`src/design/aavr_pkg.sv`:
```
// Package for the axis-angle vector rotation block.
// Holds item and CORDIC data types, the arctangent table and the Q2.30 rounding helper.
// No dependencies.
package aavr_pkg;

	localparam int XW = 34;
	localparam int ZW = 34;
	localparam int PW = 70;
	localparam logic signed [XW-1:0] INV_GAIN = 34'sd652032875;
	localparam logic signed [31:0] ONE_Q30 = 32'sd1073741824;

	typedef struct packed {
		logic signed [31:0] vx;
		logic signed [31:0] vy;
		logic signed [31:0] vz;
		logic signed [31:0] wx;
		logic signed [31:0] wy;
		logic signed [31:0] wz;
		logic               neg;
	} item_t;

	typedef struct packed {
		logic signed [XW-1:0] x;
		logic signed [XW-1:0] y;
		logic signed [ZW-1:0] z;
	} rot_t;

	function automatic logic signed [ZW-1:0] atan_lut(input logic [4:0] i);
		logic signed [ZW-1:0] r;
		case (i)
			5'd0: r = 34'sd536870912;
			5'd1: r = 34'sd316933406;
			5'd2: r = 34'sd167458907;
			5'd3: r = 34'sd85004756;
			5'd4: r = 34'sd42667331;
			5'd5: r = 34'sd21354465;
			5'd6: r = 34'sd10679838;
			5'd7: r = 34'sd5340245;
			5'd8: r = 34'sd2670163;
			5'd9: r = 34'sd1335087;
			5'd10: r = 34'sd667544;
			5'd11: r = 34'sd333772;
			5'd12: r = 34'sd166886;
			5'd13: r = 34'sd83443;
			5'd14: r = 34'sd41722;
			5'd15: r = 34'sd20861;
			5'd16: r = 34'sd10430;
			5'd17: r = 34'sd5215;
			5'd18: r = 34'sd2608;
			5'd19: r = 34'sd1304;
			5'd20: r = 34'sd652;
			5'd21: r = 34'sd326;
			5'd22: r = 34'sd163;
			5'd23: r = 34'sd81;
			5'd24: r = 34'sd41;
			5'd25: r = 34'sd20;
			5'd26: r = 34'sd10;
			5'd27: r = 34'sd5;
			5'd28: r = 34'sd3;
			5'd29: r = 34'sd1;
			5'd30: r = 34'sd1;
			default: r = 34'sd0;
		endcase
		return r;
	endfunction

	// Q2.30 rounding of an exact product, nearest with ties away from zero
	function automatic logic signed [PW-1:0] rnd30(input logic signed [PW-1:0] p);
		logic signed [PW-1:0] m;
		logic signed [PW-1:0] r;
		m = (p < 0) ? -p : p;
		r = (m + (PW'(1) <<< 29)) >>> 30;
		return (p < 0) ? -r : r;
	endfunction

endpackage

```
`src/design/aavr_cordic_cell.sv`:
```
// One rotation-mode CORDIC cell with a fixed shift and arctangent step.
// Carries the item alongside the rotation state. Depends on aavr_pkg.
module aavr_cordic_cell import aavr_pkg::*; #(
	parameter int SHIFT = 0
) (
	input  logic  clk,
	input  logic  arst_n,
	input  logic  en,
	input  logic  valid_i,
	input  item_t item_i,
	input  rot_t  rot_i,
	output logic  valid_o,
	output item_t item_o,
	output rot_t  rot_o
);

	localparam logic signed [ZW-1:0] ATAN = atan_lut(5'(SHIFT));

	logic valid_q;
	item_t item_q;
	rot_t rot_q;
	logic signed [XW-1:0] dx;
	logic signed [XW-1:0] dy;

	assign dx = rot_i.y >>> SHIFT;
	assign dy = rot_i.x >>> SHIFT;

	always_ff @(posedge clk or negedge arst_n) begin
		if (!arst_n) begin
			valid_q <= 1'b0;
		end else if (en) begin
			valid_q <= valid_i;
		end
	end

	always_ff @(posedge clk) begin
		if (en) begin
			item_q <= item_i;
			if (rot_i.z >= 0) begin
				rot_q.x <= rot_i.x - dx;
				rot_q.y <= rot_i.y + dy;
				rot_q.z <= rot_i.z - ATAN;
			end else begin
				rot_q.x <= rot_i.x + dx;
				rot_q.y <= rot_i.y - dy;
				rot_q.z <= rot_i.z + ATAN;
			end
		end
	end

	assign valid_o = valid_q;
	assign item_o = item_q;
	assign rot_o = rot_q;

endmodule

```
`config.mk`:
```
export PLATFORM = sky130hd
export DESIGN_NAME = aavr_cordic_cell
export DESIGN_NICKNAME = d
export VERILOG_FILES = /design/src/design/aavr_pkg.sv /design/src/design/aavr_cordic_cell.sv
export SDC_FILE = /design/constraint.sdc
export NUM_CORES = 1
export LEC_CHECK = 0
export BUFFER_PORTS_ARGS = -buffer_cell sky130_fd_sc_hd__buf_2
export CELL_PAD_IN_SITES_DETAIL_PLACEMENT = 1
export CELL_PAD_IN_SITES_GLOBAL_PLACEMENT = 1
export CORE_AREA = 2 2 235 237
export CTS_CLUSTER_DIAMETER = 150
export DETAILED_ROUTE_END_ITERATION = 10
export DIE_AREA = 0 0 237 239
export HOLD_SLACK_MARGIN = 0.02
export PLACE_DENSITY_LB_ADDON = 0.1
export RECOVER_POWER = 100
export SLEW_MARGIN = 20
export SYNTH_ARGS = -nofsm -noshare
export SYNTH_HDL_FRONTEND = slang
export SYNTH_SLANG_ARGS = --single-unit
```
`constraint.sdc`:
```
create_clock -name clk -period 0.95 [get_ports clk]
set_input_delay 0 -clock clk [delete_from_list [all_inputs] [get_ports clk]]
set_output_delay 0 -clock clk [all_outputs]
set_load 0.02 [all_outputs]
```
==> summary.md <==
| Metric | Value |
|---|---|
| Status | `finished, violations left` |
| Failing checks | `hold timing, setup timing` |
| Synthesized net count | `1657` |
| Post-placement cell count | `2980` |
| CP Capture Type | `flop` |
| Slowest Stage Delay on Critical Path | `0.37 ns` |
| Seq/Total Area, Yosys | `58.5%` |
| DR DRC count | `0` |
| Worst hold path depth | `4` |
| Minimum clock period | `around 2.2 ns` |
| Logic pwr share | `between 30% and 40%` |
| Min-delay src | `rot_i[35]` |
| CTS sink count | `295` |
| Hold endpoint | `rot_o[35]` |
| Via-per-instance ratio | `4.92` |
| Register-to-Register Path Depth | `1` |
| CTS tree | `yes` |
| Number of library cell types mapped by synthesis | `75` |
| Setup TNS | `-201.91 ns` |
| Worst path cell trace | `buf_8 > clkbuf_1 > ha_4 > fa_2 > nor2b_2 > o31a_1 > o211ai_1 > a21oi_2 > buf_4 > nor4_4 > o311ai_2 > o31ai_2 > xnor2_1` |
| R2R Setup Slk | `0.16 ns` |
| Max Cap Viol | `0` |
| Routability cong. | `0.946` |
| Final WL | `87400 um` |
| Slew headroom | `50.0%` |
| Worst-Margin Slew | `around 0.75 ns` |
| Grt total ovfl | `0` |
| Iter 0 DRT Violations | `971` |
| Hold_ws | `-0.0425 ns` |
| Io pins | `slightly below 600` |
| Commonest non-fill, non-tap cells in the layout | `445 x buf_4, 318 x buf_6, 294 x edfxtp_1, 271 x buf_2, 230 x dlygate4sd3_1` |
| CTS buffer count | `38` |
| Initial core utilization | `27.8%` |
| Crit Reg-Reg Endpoint | `valid_o` |
| Metal3 WL | `5680 um` |
| Top Metal Used | `met5` |
| Most used DFF post-synth | `edfxtp_1` |
| DIE HEIGHT | `239 um` |
| Area growth, synth to finish | `106%` |
| Pwr Density | `about 1500 nW/um2` |
| Synth warn | `0` |
| Most common cell after layout, fill and taps aside | `buf_4` |
| Max Transition Viols Final | `0` |
| WL met2 | `43100 um` |
| DR pass1 iterations | `5` |
| Seq pwr share | `between 30% and 40%` |
| Ys async rst share | `0.339%` |
| Fin nets | `3032` |
| CTS Root Cell | `clkbuf_16` |
| Worst-case clock buffer depth | `3` |
| Post-route cell area | `between 30000 and 40000 um2` |
| First-pass GRT wire length | `120000 um` |
| CP required | `1.32 ns` |
| Number of flops mapped to enable cells by yosys | `294` |
| Finished Layout Cells | `3371` |
| Mapped Cells | `1250` |
| Hold Violations, Final | `2` |
| Post-layout util | `roughly 57%` |
| Row cnt | `86` |
| Die area | `56600 um2` |
| DP Wirelength | `61000 um` |
| Final Cycle Share | `235%` |
| Pleak | `13.3 nW` |
| DRT met1 WL | `35200 um` |
| Clock-pin slew on the worst setup and hold paths | `0.06 ns` |
| I/O Buffers | `approximately 590` |
| Internal Power | `between 30 and 40 mW` |
| Worst hold path class | `input pin to flop` |
| Final ANT Viol Nets | `0` |
| Die X | `237 um` |
| Routed wire per std cell | `about 26 um` |
| Fin worst setup slack | `-1.28 ns` |
| Slowest CP cell | `fa_2` |
| Switching part of the total | `around a third` |
| # setup viols final | `approximately 660` |
| Clock Skew | `0 ns` |
| Vias in the first global route | `17812` |
| Synthesized flop and latch total | `295` |
| Placement Setup Slack | `-2.09 ns` |
| Worst-Skew Late Latency | `0.55 ns` |
| Placeable core region | `54300 um2` |
| Initial antenna violation count | `21` |
| Crit-path max FO | `3` |
| Total net switching power | `around 15 mW` |
| Data arrival, critical path | `~2.6 ns` |
| Worst r2r src | `valid_o` |
| Clock power share | `31.0%` |
| Ratio of cells with drive above 1 in the final layout | `between 50 and 60%` |
| Gr usage total | `29.1%` |
| Htree depth | `2` |
| DP Area | `23300 um2` |
| Total power draw | `47.8 mW` |
| Largest net degree at the start of global routing | `40` |
| Via Count | `16573` |
| Post-synth design cell area | `15100 um2` |
| Setup CP Type | `input pin to flop` |
| Fmax | `448 MHz` |
| Avg Cell Area, Syn | `12.1 um2` |
| RSZ-0062 raised after global routing | `yes` |
| CP Launch Type | `input pin` |
| Peak supply drop | `1060 uV` |
## cell families after synthesis
kind of cell | count (synthesis) | synth area share (%)
mux | 11 | 0.745
compound gates | 360 | 15.2
buf+inv | 147 | 3.79
xor+xnor | 68 | 3.94
flops | 295 | 58.5
simple gates | 261 | 8.60
fa+ha+maj | 108 | 9.13
## what timing repair did
item	CTS	global route
hold buffers	230	3
resized for setup	607	326
buffers inserted	61	28
pin swaps	123	82
cloned	5	1
endpoints found under the setup margin	366	369
endpoints found under the hold margin	318	5
## how the worst max path moves through the flow
stage | startpoint | slack, ns | cells after the start | endpoint
2_1_floorplan | rot_i[34] | -1.34 | 10 | rot_o[64]
3_3_place_gp | rot_i[54] | -1.98 | 12 | rot_o[62]
3_5_place_dp | rot_i[57] | -2.09 | 13 | rot_o[62]
4_1_cts | rot_i[68] | -1.17 | 13 | rot_o[62]
5_1_grt | rot_i[68] | -1.31 | 13 | rot_o[62]
6_report | rot_i[68] | -1.28 | 13 | rot_o[62]
## power groups by stage
stage / clock network (mW) / logic, mW / registers [mW]
6_report: 14.8 / 16.0 / 17.0
5_1_grt: 15.5 / 16.8 / 17.1
4_1_cts: 14.8 / 14.8 / 16.8
3_5_place_dp: 0 / 11.7 / 16.8
3_3_place_gp: 0 / 11.6 / 16.8
2_1_floorplan: 0 / 3.84 / 18.3
## area by class of cell
class,count,area (um2)
fill,5721,23200
timing repair buffer,1380,11800
clock buffer,45,977
clock inverter,22,256
inverter,102,462
multi-input combinational,808,7900
tap,704,881
sequential,295,8850
antenna,15,37.5
## synth_stat cells, types with 3 or more instances
cell / count / share of area (%)
edfxtp_1: 294 / 58
a21oi_1: 125 / 4.1
ha_1: 104 / 8.6
inv_1: 98 / 2.4
nor2_1: 76 / 1.9
o21ai_0: 67 / 2.2
xnor2_1: 60 / 3.5
nand2_1: 55 / 1.4
nor3_1: 25 / 0.83
clkbuf_1: 22 / 0.55
o21bai_1: 22 / 1.1
a21o_1: 21 / 1.0
nand4_1: 17 / 0.70
o21a_1: 16 / 0.79
a211oi_1: 15 / 0.74
nor2b_1: 15 / 0.62
nor4_1: 15 / 0.62
nand2b_1: 14 / 0.58
o31ai_1: 14 / 0.70
o211ai_1: 13 / 0.65
a31oi_1: 12 / 0.50
buf_1: 12 / 0.30
nand3_1: 12 / 0.40
mux2i_1: 9 / 0.60
buf_2: 8 / 0.26
or3_1: 8 / 0.33
xor2_1: 8 / 0.46
o21ai_1: 6 / 0.20
nand3b_1: 5 / 0.25
o31a_1: 5 / 0.29
fa_1: 4 / 0.53
or4_1: 4 / 0.20
a21oi_2: 3 / 0.17
buf_4: 3 / 0.15
clkinv_1: 3 / 0.074
nor4b_1: 3 / 0.17
o311ai_1: 3 / 0.17
o32ai_2: 3 / 0.32
o41ai_1: 3 / 0.17
## routing by layer
metal  GRT usage (%)  up-vias
met3            6.30      175
met4            10.9       12
met2            49.2      675
met5               0        -
met1            36.5     8290
li1                -     7421
## critical path: cells and delay by family
| family | cells | cell delay (ns) |
|---|---|---|
| xor gates and xnor gates | 1 | 0.27 |
| AOI/OAI and AO/OA | 5 | 1.15 |
| buffers and inverters | 3 | 0.42 |
| adders and majority gates | 2 | 0.55 |
| and+or+nand+nor | 2 | 0.19 |
## flip-flops by register name (all words and copies together), names as in the netlist
| register | flops |
|---|---|
| rot_o | 101 |
| valid_o | 1 |
| item_o | 193 |
Note: power is estimated with default switching activity, not from simulation.
